### src/rtl/core/pdjm_pkg.sv
// Shared types, constants and arithmetic helpers for the packet delay and jitter monitor.
package pdjm_pkg;

	localparam int TIME_W  = 48;
	localparam int CFG_W   = 16;
	localparam int CIDX_W  = 3;

	localparam logic [7:0]  MEASURE_START_SEQ = 8'd3;
	localparam logic [16:0] LOSS_SCALE        = 17'd100000;
	localparam logic [6:0]  PCT_SCALE         = 7'd100;

	localparam logic [15:0] DELAY_LIMIT_RST    = 16'd500;
	localparam logic [15:0] IPDV_LIMIT_RST     = 16'd500;
	localparam logic [6:0]  EXCEED_PCT_RST     = 7'd1;
	localparam logic [6:0]  LOSS_PCT_RST       = 7'd1;
	localparam logic [15:0] NOMINAL_PERIOD_RST = 16'd1000;

	typedef enum logic [CIDX_W-1:0] {
		REG_DELAY_LIMIT    = 3'd0,
		REG_IPDV_LIMIT     = 3'd1,
		REG_EXCEED_PCT     = 3'd2,
		REG_LOSS_PCT       = 3'd3,
		REG_NOMINAL_PERIOD = 3'd4
	} reg_idx_t;

	typedef enum logic [1:0] {
		VERDICT_PASS = 2'd0,
		VERDICT_WARN = 2'd1,
		VERDICT_FAIL = 2'd2,
		VERDICT_NONE = 2'd3
	} verdict_t;

	localparam logic FUNC_PACKET = 1'b0;
	localparam logic FUNC_REPORT = 1'b1;

	typedef struct packed {
		logic              func;
		logic [7:0]        seq_number;
		logic [TIME_W-1:0] arrival_time_ms;
		logic [TIME_W-1:0] send_time_ms;
	} in_item_t;

	typedef struct packed {
		logic signed [31:0] current_delay;
		logic [30:0]        largest_delay;
		logic signed [31:0] smallest_ipdv;
		logic [30:0]        largest_ipdv;
		logic [30:0]        largest_jitter;
		logic [31:0]        delay_excess_count;
		logic [31:0]        ipdv_excess_count;
		logic [31:0]        counted_packets;
		logic signed [47:0] delay_total;
		logic signed [47:0] ipdv_total;
		logic [46:0]        jitter_total;
		logic [1:0]         verdict;
	} out_item_t;

	typedef struct packed {
		logic [15:0] delay_limit;
		logic [15:0] ipdv_limit;
		logic [6:0]  exceed_pct;
		logic [6:0]  loss_pct;
		logic [15:0] nominal_period;
	} cfg_t;

	// item after delay / IPDV formation
	typedef struct packed {
		logic               func;
		logic               measured;
		logic               run_start;
		logic [TIME_W-1:0]  arrival;
		logic signed [31:0] delay;
		logic signed [31:0] ipdv;
	} pkt_t;

	// saturate a 50-bit two's complement value to 32 bits
	function automatic logic signed [31:0] sat32(input logic [49:0] x);
		logic signed [31:0] r;
		if (x[49:31] == {19{x[49]}})
			r = x[31:0];
		else if (x[49])
			r = 32'sh8000_0000;
		else
			r = 32'sh7FFF_FFFF;
		return r;
	endfunction

	function automatic logic [30:0] mag31(input logic signed [31:0] v);
		logic [31:0] a;
		logic [30:0] r;
		a = v[31] ? 32'(-v) : 32'(v);
		r = a[31] ? '1 : a[30:0];
		return r;
	endfunction

	function automatic logic signed [47:0] add48sat(input logic signed [47:0] acc,
		input logic signed [31:0] v);
		logic signed [48:0] s;
		logic signed [47:0] r;
		s = {acc[47], acc} + {{17{v[31]}}, v};
		if (s[48] != s[47])
			r = s[48] ? 48'sh8000_0000_0000 : 48'sh7FFF_FFFF_FFFF;
		else
			r = s[47:0];
		return r;
	endfunction

	function automatic logic [31:0] inc32sat(input logic [31:0] c);
		logic [31:0] r;
		r = (c == '1) ? c : c + 32'd1;
		return r;
	endfunction

endpackage

### src/rtl/core/pdjm_judge.sv
// Report verdict: loss and excess-percentage tests by integer cross-multiplication.
module pdjm_judge (
	input  logic                clk,
	input  logic                ld,
	input  pdjm_pkg::out_item_t res,
	input  logic signed [48:0]  runtime,
	input  pdjm_pkg::cfg_t      cfg,
	output logic [1:0]          verdict
);
	import pdjm_pkg::*;

	logic signed [7:0]  loss_k;
	logic signed [56:0] lhs_c;
	logic [48:0]        need_c;
	logic [38:0]        dpct_c, vpct_c, limm_c;
	logic               rt_pos_c;

	logic signed [56:0] lhs_s4;
	logic [48:0]        need_s4;
	logic [38:0]        dpct_s4, vpct_s4, limm_s4;
	logic               rt_pos_s4, mzero_s4, dzero_s4, vzero_s4;

	logic               loss_over, loss_under, dpct_over, vpct_over;

	always_comb begin
		loss_k   = $signed({1'b0, PCT_SCALE}) - $signed({1'b0, cfg.loss_pct});
		lhs_c    = $signed({{49{loss_k[7]}}, loss_k}) * $signed({{8{runtime[48]}}, runtime});
		need_c   = {17'b0, res.counted_packets} * {32'b0, LOSS_SCALE};
		dpct_c   = {7'b0, res.delay_excess_count} * {32'b0, PCT_SCALE};
		vpct_c   = {7'b0, res.ipdv_excess_count} * {32'b0, PCT_SCALE};
		limm_c   = {32'b0, cfg.exceed_pct} * {7'b0, res.counted_packets};
		rt_pos_c = !runtime[48] && (runtime != '0);
	end

	always_ff @(posedge clk) begin
		if (ld) begin
			lhs_s4    <= lhs_c;
			need_s4   <= need_c;
			dpct_s4   <= dpct_c;
			vpct_s4   <= vpct_c;
			limm_s4   <= limm_c;
			rt_pos_s4 <= rt_pos_c;
			mzero_s4  <= (res.counted_packets == '0);
			dzero_s4  <= (res.delay_excess_count == '0);
			vzero_s4  <= (res.ipdv_excess_count == '0);
		end
	end

	always_comb begin
		loss_over  = rt_pos_s4 && (lhs_s4 > $signed({8'b0, need_s4}));
		loss_under = (cfg.loss_pct != '0) &&
			(!rt_pos_s4 || (lhs_s4 < $signed({8'b0, need_s4})));
		dpct_over  = !mzero_s4 && (dpct_s4 > limm_s4);
		vpct_over  = !mzero_s4 && (vpct_s4 > limm_s4);
		priority if (loss_over || dpct_over || vpct_over)
			verdict = VERDICT_FAIL;
		else if (loss_under && dzero_s4 && vzero_s4)
			verdict = VERDICT_PASS;
		else
			verdict = VERDICT_WARN;
	end

endmodule

### config.mk
export PLATFORM = sky130hd
export DESIGN_NAME = pdjm_judge
export DESIGN_NICKNAME = d
export VERILOG_FILES = /design/src/rtl/core/pdjm_pkg.sv /design/src/rtl/core/pdjm_judge.sv
export SDC_FILE = /design/constraint.sdc
export NUM_CORES = 2
export LEC_CHECK = 0
export BUFFER_PORTS_ARGS = -buffer_cell sky130_fd_sc_hd__buf_2
export CORE_MARGIN = 3
export CORE_UTILIZATION = 50
export CTS_CLUSTER_SIZE = 28
export DETAILED_ROUTE_END_ITERATION = 16
export GPL_TIMING_DRIVEN = 0
export PLACE_DENSITY = 0.7
export SLEW_MARGIN = 40
export SYNTH_ARGS = -nofsm -noshare
export SYNTH_HDL_FRONTEND = slang
export SYNTH_SLANG_ARGS = --single-unit
export TNS_END_PERCENT = 10
### constraint.sdc
create_clock -name clk -period 13.65 [get_ports clk]
set_input_delay 2.0475 -clock clk [delete_from_list [all_inputs] [get_ports clk]]
set_output_delay 2.0475 -clock clk [all_outputs]
set_load 0.1 [all_outputs]
[After elaboration in Yosys (flattened, before gate mapping)]
Index checks and enable logic that the tools add are counted.
Cells by class
  add/subtract/negate cells: 1
  $mul: 5
  order comparisons: 4
  muxes and demuxes: 2
  reduce and logical (&&, ||, !) cells: 18
Operators by type and width (count)
  32-bit zero test: 3
  39-bit > comparator: 2
  32-bit by 5-bit multiplier with 37-bit output, second input constant: 2
  57-bit by 50-bit > comparator with 1-bit output: 1
  57-bit by 50-bit less-than comparator with 1-bit output: 1
  8-bit by 49-bit multiplier with 57-bit output: 1
  49-bit nonzero test: 1
  32-bit by 12-bit multiplier with 44-bit output, second input constant: 1
  7-bit by 32-bit multiplier with 39-bit output: 1
  7-bit by 7-bit subtractor with 8-bit output, first input constant: 1
  1-bit logical AND: 7
  7-bit nonzero test: 1
  1-bit zero test: 3
  1-bit logical OR: 3
  2-bit two-way mux: 1
  1-bit two-way mux: 1
Word-level totals
  register bits after elaboration: 218
  output and inout port bits: 2
  logic and storage cells: 39

[Depth between registers and ports, before layout]
  depth after elaboration: 7
  mapped depth: 29

[Least setup slack after synthesis]
No wires, ideal clock.
  kind: in2reg
  start point: input cfg[16] in the netlist's numbering
  end point: register lhs_s4[55], data pin
  setup time: 263 ps
  arrival: 7642 ps
  required time: 13387 ps
  setup slack: 5745 ps
  stages: 27
  cells stage by stage: clkbuf_1 > inv_1 > ha_1 > o21ai_0 > nand2_1 > xor2_1 > clkbuf_1 > nand2_1 > fa_1 > fa_1 > inv_1 > fa_1 > inv_1 > fa_1 > inv_1 > ha_1 > o21ai_0 > o21bai_1 > o21ai_0 > a211oi_1 > o21ai_0 > a41oi_1 > nand4_1 > o21a_1 > o21bai_1 > a311oi_1 > xnor2_1
Between the ends
  cells in the longest elaborated chain, start to end: 2
RTL lines
  start, declared: RTL line pdjm_judge.sv:7  | input pdjm_pkg::cfg_t cfg,
  7-bit by 7-bit subtractor with 8-bit output: RTL line pdjm_judge.sv:26  | loss_k = $signed({1'b0, PCT_SCALE}) - $signed({1'b0, cfg.loss_pct});
  8-bit by 49-bit multiplier with 57-bit output: RTL line pdjm_judge.sv:27  | lhs_c = $signed({{49{loss_k[7]}}, loss_k}) * $signed({{8{runtime[48]}}, runtime});
  named net lhs_c[55]: RTL line pdjm_judge.sv:13  | logic signed [56:0] lhs_c;
  end signal, assigned: RTL line pdjm_judge.sv:37  | lhs_s4 <= lhs_c;
  end, declared: RTL line pdjm_judge.sv:18  | logic signed [56:0] lhs_s4;
The timed path passes the listed nets, and every way through them passes these cells.
A chain may end at the register's enable or synchronous reset.

[Worst setup path after layout]
  start point: input cfg[16] in the netlist's numbering
  end point: register lhs_s4[51], data pin
The elaborated chain is that of the path after synthesis.

==> flow_summary.yaml <==
run_status:
  outcome: "completed"
clock_network:
  cts_buffer_depth: 3
  cts_resized: 0
  cts_num_sinks: 218
  htreeDepth: 1
  clkTransAtPathRegs_ns: 0.07
  clock-root-buffer: "clkbuf_16"
  post_cts.repair.setup_buffers: 0
  numCtsBuffers: 24
  cts_tree: "done"
  cts.hold.buffers_added: 0
timing:
  finalHoldViolCount: 0
  rsz0062_at_grt: "false"
  maxSlewViolCount: 0
  fin_setup_tns_ns: 0
  relSlewSlack_pct: 42.3
  fmax_mhz: 105
  holdWs_ns: 1.73
  fin_ws_ns: 4.08
  period_share_pct: 70.1
  max_slew.worst_pin.slew_ns: 0.857
  setup_violations: 0
  fin_crit_ns: 9.57
grt:
  antenna_found_initial: 32
  grt_usage_pct: 23.6
  grt_start_max_net_pins: 80
  grt_pass1_vias: 32300
  overflow: 0
  grt_pass1_wl_um: 169000
synthesis:
  synthMostInstantiatedCell: "inv_1"
  seq_area_frac_synth_pct: 15.2
  syn-instance-count: 4569
  synthesis.nets: 6394
  ys_ff_latch: 218
  syn_avg_cell_area_sq_um: 9.40
  synth.area.top_cells: "fa_1 29%, ha_1 20%, edfxtp_1 15%"
  synth_flop_cell: "edfxtp_1"
  ys_types: 64
  yosysTopAreaCell: "fa_1"
  async_flop_share_pct: 0
  synthTopCellsByCount: "1063 x inv_1, 702 x ha_1, 612 x fa_1"
  synth-edff-count: 218
  yosys_warnings: 0
  synth_area_sq_um: 42900
  synth.top_cell.area_share_pct: 28.5
finish:
  nets: 6570
  utilization_pct: 54.5
  area_growth_pct: 7.09
  final_cell_area_sq_um: 46000
  drive_gt1_share_pct: 4.30
  layoutNonFillerInstCount: 5910
critical_path:
  crit_arrival_ns: 9.84
  worstSetupEndpointType: "register"
  crit_path_top_delay_cell: "clkbuf_1"
  critPathRequiredTime_ns: 13.92
  cp-start-kind: "primary input"
  path_max_fanout: 10
  path_buf_inv: 8
  path_delay_family: "adder cells"
  cpPeakStageDelay_ns: 0.63
  critical_path_class: "in2reg"
  crit_top_cell: "inv_1"
power_and_ir_drop:
  p_leak_nw: 23.7
  ir_drop_v: 0.000320
  p_total_mw: 9.44
  p_per_area_nw_per_um2: 205
placed_design:
  place_hpwl_um: 88000
  dp_slack_ns: 3.66
  placed_cells: 5853
  gp_congestion: 0.930
  placed_area_sq_um: 45200
  portBuffers: 147
detailed_routing:
  drt.antenna.violating_nets: 0
  vias: 31500
  initialDrtViolationCount: 2162
  wirelength_um: 103000
  firstDrtPassIters: 7
  vias_per_cell: 5.33
  wire_per_inst_um: 17.4
  drc: 0
die:
  num_io_pins: 513
  rows: 106
  start_util_pct: 50.9
  die_w_um: 299
  die_area_sq_um: 89400
  die_h_um: 299
  coreArea_sq_um: 84400
worst_hold_path:
  worst_hold_path.num_cells: 1
  worstHoldStart: "ld"
  holdCritPathClass: "in2reg"
  holdPathEnd: "lhs_s4[3]"
flow_run:
  cap_violations: 0
==> kinds of logic (layout without fill, tap and decap cells) <==
logic type | after synthesis | in the layout | share of synthesized area, %
AOI/OAI and AO/OA | 616 | 616 | 9.06
xor gates and xnor gates | 190 | 190 | 3.88
adders and majority gates | 1314 | 1314 | 49.0
buffers and inverters | 1183 | 1377 | 10.3
DFF | 218 | 218 | 15.2
other | 0 | 13 | 0
and+or+nand+nor | 1048 | 1048 | 12.5
==> worst max path at each step <==
| stage | startpoint | end | slack, ns | cells after the start |
|---|---|---|---|---|
| 2_1_floorplan | cfg[16] | lhs_s4[55] | 5.75 | 27 |
| 3_3_place_gp | cfg[16] | lhs_s4[55] | 3.70 | 28 |
| 3_5_place_dp | cfg[16] | lhs_s4[51] | 3.66 | 28 |
| 4_1_cts | cfg[16] | lhs_s4[51] | 4.21 | 28 |
| 5_1_grt | cfg[16] | lhs_s4[51] | 3.55 | 28 |
| 6_report | cfg[16] | lhs_s4[51] | 4.08 | 28 |
==> registers in the layout (all words and copies together) (netlist names) <==
| signal | count |
|---|---|
| need_s4 | 44 |
| rt_pos_s4 | 1 |
| limm_s4 | 39 |
| vpct_s4 | 37 |
| mzero_s4 | 1 |
| dpct_s4 | 37 |
| lhs_s4 | 57 |
| vzero_s4 | 1 |
| dzero_s4 | 1 |
==> layout by cell type (no fill, tap or decap), drive strengths merged, types with 27 or more instances in the layout <==
cell type,n
a21o,135
nand4,74
xor2,60
fa,612
a21oi,206
nand2b,27
nor2b,29
buf,160
nand3,41
inv,1064
o21ai,118
and2,327
ha,702
nor2,140
o21a,33
edfxtp,218
clkbuf,140
xnor2,130
nand2,324
==> power by group <==
group	internal (mW)	switching (mW)
Clock	0.345	0.278
Sequential	1.40	0.109
Combinational	3.05	4.26
Total	4.79	4.65
==> per-layer routing <==
metal  part of all wire (%)  global-route usage, %  vias up
met5                   0.22                      0        -
met4                    1.9                   4.12       38
met3                     10                   7.91      147
met2                     42                   35.4      894
met1                     45                   33.5    15500
li1                       -                      -    14900
==> layout make-up <==
class                           instances  area [sq um]
Antenna cell                           13          32.5
Buffer                                120           453
Clock buffer                           30           623
Clock inverter                         14           116
Fill cell                            7683         38400
Inverter                             1063          3990
Multi-Input combinational cell       3168         32000
Sequential cell                       218          6550
Tap cell                             1134          1420
Timing Repair Buffer                  150           828
Power figures use the tool's default switching activity.
