--- config.mk ---
export PLATFORM = sky130hd
export DESIGN_NAME = pdjm_stats
export DESIGN_NICKNAME = d
export VERILOG_FILES = /design/src/rtl/core/pdjm_pkg.sv /design/src/rtl/core/pdjm_stats.sv
export SDC_FILE = /design/constraint.sdc
export NUM_CORES = 2
export LEC_CHECK = 0
export CAP_MARGIN = 5
export CORE_MARGIN = 2
export CORE_UTILIZATION = 29
export DETAILED_ROUTE_END_ITERATION = 7
export DONT_BUFFER_PORTS = 1
export MAX_ROUTING_LAYER = met4
export PLACE_DENSITY = 0.45
export SYNTH_ARGS = -nofsm -noshare
export SYNTH_HDL_FRONTEND = slang
export SYNTH_SLANG_ARGS = --single-unit
--- constraint.sdc ---
create_clock -name clk -period 5 [get_ports clk]
set_input_delay 0.25 -clock clk [delete_from_list [all_inputs] [get_ports clk]]
set_output_delay 0.25 -clock clk [all_outputs]
set_load 0.01 [all_outputs]
--- src/rtl/core/pdjm_pkg.sv ---
// Shared types, constants and arithmetic helpers for the packet delay and jitter monitor.
package pdjm_pkg;

	localparam int TIME_W  = 48;
	localparam int CFG_W   = 16;
	localparam int CIDX_W  = 3;

	localparam logic [7:0]  MEASURE_START_SEQ = 8'd3;
	localparam logic [16:0] LOSS_SCALE        = 17'd100000;
	localparam logic [6:0]  PCT_SCALE         = 7'd100;

	localparam logic [15:0] DELAY_LIMIT_RST    = 16'd500;
	localparam logic [15:0] IPDV_LIMIT_RST     = 16'd500;
	localparam logic [6:0]  EXCEED_PCT_RST     = 7'd1;
	localparam logic [6:0]  LOSS_PCT_RST       = 7'd1;
	localparam logic [15:0] NOMINAL_PERIOD_RST = 16'd1000;

	typedef enum logic [CIDX_W-1:0] {
		REG_DELAY_LIMIT    = 3'd0,
		REG_IPDV_LIMIT     = 3'd1,
		REG_EXCEED_PCT     = 3'd2,
		REG_LOSS_PCT       = 3'd3,
		REG_NOMINAL_PERIOD = 3'd4
	} reg_idx_t;

	typedef enum logic [1:0] {
		VERDICT_PASS = 2'd0,
		VERDICT_WARN = 2'd1,
		VERDICT_FAIL = 2'd2,
		VERDICT_NONE = 2'd3
	} verdict_t;

	localparam logic FUNC_PACKET = 1'b0;
	localparam logic FUNC_REPORT = 1'b1;

	typedef struct packed {
		logic              func;
		logic [7:0]        seq_number;
		logic [TIME_W-1:0] arrival_time_ms;
		logic [TIME_W-1:0] send_time_ms;
	} in_item_t;

	typedef struct packed {
		logic signed [31:0] current_delay;
		logic [30:0]        largest_delay;
		logic signed [31:0] smallest_ipdv;
		logic [30:0]        largest_ipdv;
		logic [30:0]        largest_jitter;
		logic [31:0]        delay_excess_count;
		logic [31:0]        ipdv_excess_count;
		logic [31:0]        counted_packets;
		logic signed [47:0] delay_total;
		logic signed [47:0] ipdv_total;
		logic [46:0]        jitter_total;
		logic [1:0]         verdict;
	} out_item_t;

	typedef struct packed {
		logic [15:0] delay_limit;
		logic [15:0] ipdv_limit;
		logic [6:0]  exceed_pct;
		logic [6:0]  loss_pct;
		logic [15:0] nominal_period;
	} cfg_t;

	// item after delay / IPDV formation
	typedef struct packed {
		logic               func;
		logic               measured;
		logic               run_start;
		logic [TIME_W-1:0]  arrival;
		logic signed [31:0] delay;
		logic signed [31:0] ipdv;
	} pkt_t;

	// saturate a 50-bit two's complement value to 32 bits
	function automatic logic signed [31:0] sat32(input logic [49:0] x);
		logic signed [31:0] r;
		if (x[49:31] == {19{x[49]}})
			r = x[31:0];
		else if (x[49])
			r = 32'sh8000_0000;
		else
			r = 32'sh7FFF_FFFF;
		return r;
	endfunction

	function automatic logic [30:0] mag31(input logic signed [31:0] v);
		logic [31:0] a;
		logic [30:0] r;
		a = v[31] ? 32'(-v) : 32'(v);
		r = a[31] ? '1 : a[30:0];
		return r;
	endfunction

	function automatic logic signed [47:0] add48sat(input logic signed [47:0] acc,
		input logic signed [31:0] v);
		logic signed [48:0] s;
		logic signed [47:0] r;
		s = {acc[47], acc} + {{17{v[31]}}, v};
		if (s[48] != s[47])
			r = s[48] ? 48'sh8000_0000_0000 : 48'sh7FFF_FFFF_FFFF;
		else
			r = s[47:0];
		return r;
	endfunction

	function automatic logic [31:0] inc32sat(input logic [31:0] c);
		logic [31:0] r;
		r = (c == '1) ? c : c + 32'd1;
		return r;
	endfunction

endpackage

--- src/rtl/core/pdjm_stats.sv ---
// Running statistics: extremes, excess counters and saturating sums of measured packets.
module pdjm_stats (
	input  logic               clk,
	input  logic               arst_n,
	input  logic               upd,
	input  pdjm_pkg::pkt_t     pkt,
	input  pdjm_pkg::cfg_t     cfg,
	output pdjm_pkg::out_item_t res,
	output logic signed [48:0] runtime
);
	import pdjm_pkg::*;

	logic [TIME_W-1:0]  run_start_q, run_start_n;
	logic [30:0]        max_delay_q, max_delay_n;
	logic signed [31:0] min_var_q, min_var_n;
	logic [30:0]        max_var_q, max_var_n;
	logic [30:0]        max_jit_q, max_jit_n;
	logic [31:0]        delay_cnt_q, delay_cnt_n;
	logic [31:0]        var_cnt_q, var_cnt_n;
	logic [31:0]        meas_cnt_q, meas_cnt_n;
	logic signed [47:0] delay_acc_q, delay_acc_n;
	logic signed [47:0] var_acc_q, var_acc_n;
	logic [46:0]        jit_acc_q, jit_acc_n;
	logic [30:0]        ad, av;
	logic [47:0]        jit_sum;

	always_comb begin
		ad          = mag31(pkt.delay);
		av          = mag31(pkt.ipdv);
		jit_sum     = {1'b0, jit_acc_q} + {17'b0, av};
		run_start_n = run_start_q;
		max_delay_n = max_delay_q;
		min_var_n   = min_var_q;
		max_var_n   = max_var_q;
		max_jit_n   = max_jit_q;
		delay_cnt_n = delay_cnt_q;
		var_cnt_n   = var_cnt_q;
		meas_cnt_n  = meas_cnt_q;
		delay_acc_n = delay_acc_q;
		var_acc_n   = var_acc_q;
		jit_acc_n   = jit_acc_q;
		if (pkt.func == FUNC_PACKET && pkt.measured) begin
			if (pkt.run_start)
				run_start_n = pkt.arrival;
			if (!pkt.ipdv[31] && pkt.ipdv[30:0] > max_var_q)
				max_var_n = pkt.ipdv[30:0];
			if (pkt.ipdv < min_var_q)
				min_var_n = pkt.ipdv;
			if (av > max_jit_q)
				max_jit_n = av;
			if (ad > max_delay_q)
				max_delay_n = ad;
			if (av > {15'b0, cfg.ipdv_limit})
				var_cnt_n = inc32sat(var_cnt_q);
			if (ad > {15'b0, cfg.delay_limit})
				delay_cnt_n = inc32sat(delay_cnt_q);
			var_acc_n   = add48sat(var_acc_q, pkt.ipdv);
			jit_acc_n   = jit_sum[47] ? '1 : jit_sum[46:0];
			meas_cnt_n  = inc32sat(meas_cnt_q);
			delay_acc_n = add48sat(delay_acc_q, pkt.delay);
		end
	end

	always_ff @(posedge clk or negedge arst_n) begin
		if (!arst_n) begin
			run_start_q <= '0;
			max_delay_q <= '0;
			min_var_q   <= '0;
			max_var_q   <= '0;
			max_jit_q   <= '0;
			delay_cnt_q <= '0;
			var_cnt_q   <= '0;
			meas_cnt_q  <= '0;
			delay_acc_q <= '0;
			var_acc_q   <= '0;
			jit_acc_q   <= '0;
		end else if (upd) begin
			run_start_q <= run_start_n;
			max_delay_q <= max_delay_n;
			min_var_q   <= min_var_n;
			max_var_q   <= max_var_n;
			max_jit_q   <= max_jit_n;
			delay_cnt_q <= delay_cnt_n;
			var_cnt_q   <= var_cnt_n;
			meas_cnt_q  <= meas_cnt_n;
			delay_acc_q <= delay_acc_n;
			var_acc_q   <= var_acc_n;
			jit_acc_q   <= jit_acc_n;
		end
	end

	assign runtime = $signed({1'b0, pkt.arrival}) - $signed({1'b0, run_start_q});

	always_comb begin
		res.current_delay      = (pkt.func == FUNC_REPORT) ? 32'sd0 : pkt.delay;
		res.largest_delay      = max_delay_n;
		res.smallest_ipdv      = min_var_n;
		res.largest_ipdv       = max_var_n;
		res.largest_jitter     = max_jit_n;
		res.delay_excess_count = delay_cnt_n;
		res.ipdv_excess_count  = var_cnt_n;
		res.counted_packets    = meas_cnt_n;
		res.delay_total        = delay_acc_n;
		res.ipdv_total         = var_acc_n;
		res.jitter_total       = jit_acc_n;
		res.verdict            = VERDICT_NONE;
	end

endmodule

# After elaboration in Yosys (flattened, before gate mapping)
# Cells that the tools add are included.
# totals
output_inout_bits	447
ff_bits	412
# classes
n_reduce_logical	4
eq_ne	5
muxes	29
addsub	9
bitwise	1
n_lt_le_gt_ge	6
# ops
operator	count
32-bit two-way mux	13
48-bit two-way mux	6
31-bit two-way mux	8
48-bit by 32-bit adder with 49-bit output	2
32-bit by 1-bit adder with 32-bit output (second input constant)	3
32-bit equality test (second input constant)	3
47-bit two-way mux	2
31-bit > comparator	3
32-bit negator	2
31-bit by 16-bit > comparator with 1-bit output	2
48-bit by 48-bit subtractor with 49-bit output	1
47-bit by 31-bit adder with 48-bit output	1
32-bit less-than comparator	1
3-bit AND reduction	1
1-bit logical AND	2
1-bit inequality test	2
1-bit zero test	1
1-bit NOT	1

# Depth between registers and ports, before layout
# logic_depth
depth_word	6
depth_mapped	23

# Worst setup path after synthesis
# No wires, ideal clock.
# synth_timing
kind	input -> output
startpoint	in pkt[33] (netlist bit)
endpoint	out res[230] (netlist bit)
arrival_time_ps	4875
cell_stages	21
required_ps	4750
path_slack_ps	-125
n_path_buf	2
cell_sequence	inv_1 > ha_1 > or4b_1 > or4_1 > clkbuf_1 > or4_1 > o21ai_0 > o21ai_0 > ha_1 > nand4_1 > or2_2 > or3_1 > nand2_1 > nor2_1 > a211o_1 > nor4_1 > and3_1 > buf_4 > o21bai_1 > nor3_1 > xor2_1
# synth_rtl
element	line	rtl
start, declared	pdjm_stats.sv:6	input pdjm_pkg::pkt_t pkt,
end, declared	pdjm_stats.sv:8	output pdjm_pkg::out_item_t res,

==> out/summary.txt <==
status = finished, violations left
failing checks = negative hold slack
CTS tree = built
dpl ws = -0.369 ns
Chip Width = 361 um
register area = 0.0103 mm2
I/O Pins = 627
Core ar. = 0.126 mm2
CTS buffer count = 58
P per Cell Area = 567 mW/mm2
final setup vio count = 0
TNS Setup = 0 ns
placed instance area = 0.0413 mm2
synthesized area = 0.0369 mm2
achievable frequency = 204 MHz
Crit. End Element = output port
Crit path arrival time = 4.65 ns
worst reg-to-reg path cell count = 16
H-tree depth = 2
Max Slew Vio Count = 0
DRT Wirelength = 149 mm
Tmin final = 4.90 ns
CP Max Fanout = 9
fraction of registers with async set/reset = 100%
Site Rows = 130
HPWL Detailed = 109 mm
post-route ant nets = 0
initial antenna violation count = 1
Synth Warn # = 0
FF+latch count, synth = 412
EDFF count, synth = 0
Primary FF master, synth = dfrtp_1
DRC viols = 0
total power = 25.8 mW
area of the multi-input gates = 0.0255 mm2
Syn Area/Cell = 8.38 um2
Starting Density = 29.3%
share of cells above drive strength 1 = 20.5%
worst slew pin tran = 1.30 ns
vias = 34500
initial DRC count = 2379
IO Port Bufs = 0
Final Instance Area = 0.0454 mm2
number of diodes = 0
most frequent cells in the layout = nand2_1 (437), dfrtp_1 (411), buf_4 (380)
worst setup margin = 0.0999 ns
die area = 0.130 mm2
Vert. Die Dim = 361 um
CTS Root Buffer Type = clkbuf_16
gr usage total = 22.6%
Hold Worst Slack = -0.658 ns
Inst Count DP = 6222
Worst-Skew Late Latency = 0.68 ns
post-synth cell types = 94
relative slew slack = 13.2%
Hold Vio Cnt, Final = 412
Seq/Total Area, Yosys = 27.9%
Synth Instances = 4409
commonest non-fill, non-tap cell in the layout = nand2_1
fin nets = 5282
Fillers = 13300
global-route wire length before repair = 220 mm
vias in the first global route = 33600
CP Data Required Time = 4.75 ns
Leakage = 20.4 nW
Worst VDD drop = 0.356 mV
largest net degree at the start of global routing = 413
final std cells w/o fill = 6460
GP Congestion = 0.894
CTS Sinks = 412
Routed WL per cell = 23.0 um
RSZ-0062 raised after global routing = yes
fin crit share = 98.0%
CTS max path bufs = 3
via-per-instance ratio = 5.33
Max Cap Viol = 0
first drt pass iteration count = 6
Area Overhead vs Synth = 23.0%
Hold WC Path Type = primary input to async pin
CP startpoint kind = primary input
total gr overflow = 0
Crit Path Class = primary input to output port
clock slew at reported path FFs = 0.05 ns
Worst Skew = 0.0286 ns
==> worst max-delay path: stages <==
cell and delay (ns):
or3_4 0.37, or4_4 0.63, nor2_4 0.16, nand3_4 0.14
buf_12 0.18, nand2_2 0.09, ha_2 0.19, fa_2 0.21
a211oi_1 0.07, nor2_1 0.18, o22ai_2 0.11, o211ai_1 0.19
buf_4 0.15, maj3_2 0.19, and4bb_2 0.29, o21ai_4 0.12
a2111oi_4 0.50, nand3_1 0.15, xor2_1 0.17, nand2_1 0.14
buf_6 0.16
==> path summary, 6_finish.rpt <==
| check | from | to | slack (ns) |
|---|---|---|---|
| setup / recovery | pkt[4] | res[42] | 0.1 |
| hold / removal | arst_n | var_acc_q[18] | -0.66 |
| setup reg to reg | var_acc_q[0] | var_acc_q[8] | 0.81 |
| hold reg to reg | run_start_q[42] | run_start_q[42] | 0.50 |
| max in group asynchronous | arst_n | run_start_q[26] | 4.65 |
| min in group clk | pkt[51] | max_delay_q[19] | 0.05 |
==> where the power goes <==
part           switching (mW)  internal (mW)
logic                    8.99           6.68
registers                1.08           4.49
clock network            1.80           2.71
==> through the flow <==
step | hold slack, ns | utilization (%)
after floorplan | -0.0456 | -
after global placement | 0.0110 | 32.8
after detailed placement | 0.00963 | 32.8
after CTS | -0.718 | 35.4
after global routing | -0.710 | 36.0
final | -0.658 | 36.0
==> cell families after synthesis <==
group           Yosys count  synth area share [%]
simple gates           1328                  17.4
compound gates         1151                  19.6
buf+inv                 489                  5.09
flops                   412                  27.9
xor+xnor                368                  8.73
fa+ha+maj               348                  11.8
mux                     312                  9.48
other cells               1                0.0102
==> metal layers <==
layer	vias up	GRT usage, %	wire [um]
met5	-	-	0
met4	0	5.33	3880
met3	178	4.79	9220
met2	876	37.4	70700
met1	16900	28.0	64800
li1	16500	-	-
==> area by class of cell <==
class                   count  area share [%]
inverters                 267            2.25
repair buffers            514            9.78
multi-input cells        3510            56.2
flip-flops and latches    412            22.7
well taps                1650            4.55
clock buffers              81            3.72
clock inverters            26           0.766
==> registers in the layout (all words and copies together) (netlist names) <==
signal,count
delay_acc_q,48
delay_cnt_q,32
jit_acc_q,47
max_delay_q,31
max_jit_q,31
max_var_q,31
meas_cnt_q,32
min_var_q,32
run_start_q,48
var_acc_q,48
var_cnt_q,32
==> cell usage after synthesis (20+ instances only) <==
master / count / area (um2)
a211oi_1: 23 / 173
a21o_1: 131 / 983
a21oi_1: 334 / 1670
a31oi_1: 43 / 269
and3_1: 64 / 400
buf_2: 22 / 110
clkbuf_1: 178 / 668
dfrtp_1: 412 / 10300
ha_1: 335 / 4190
inv_1: 267 / 1000
mux2_2: 295 / 3320
nand2_1: 453 / 1700
nand2b_1: 30 / 188
nand3_1: 128 / 641
nand4_1: 99 / 619
nor2_1: 278 / 1040
nor2b_1: 74 / 463
nor3_1: 65 / 325
nor4_1: 25 / 156
o211ai_1: 20 / 150
o21a_1: 43 / 323
o21ai_0: 315 / 1580
o21bai_1: 21 / 158
o22a_1: 56 / 490
o31ai_1: 25 / 188
or3_1: 27 / 169
xnor2_1: 249 / 2180
xor2_1: 119 / 1040
==> repair_timing <==
item,CTS,global route
hold buffers,100,1
endpoints found under the setup margin,189,231
buffers inserted,7,19
gates cloned,0,6
gates resized for setup,74,112
pin swaps,36,53
hold endpoints to repair,627,413
(Power assumes the default switching activity.)
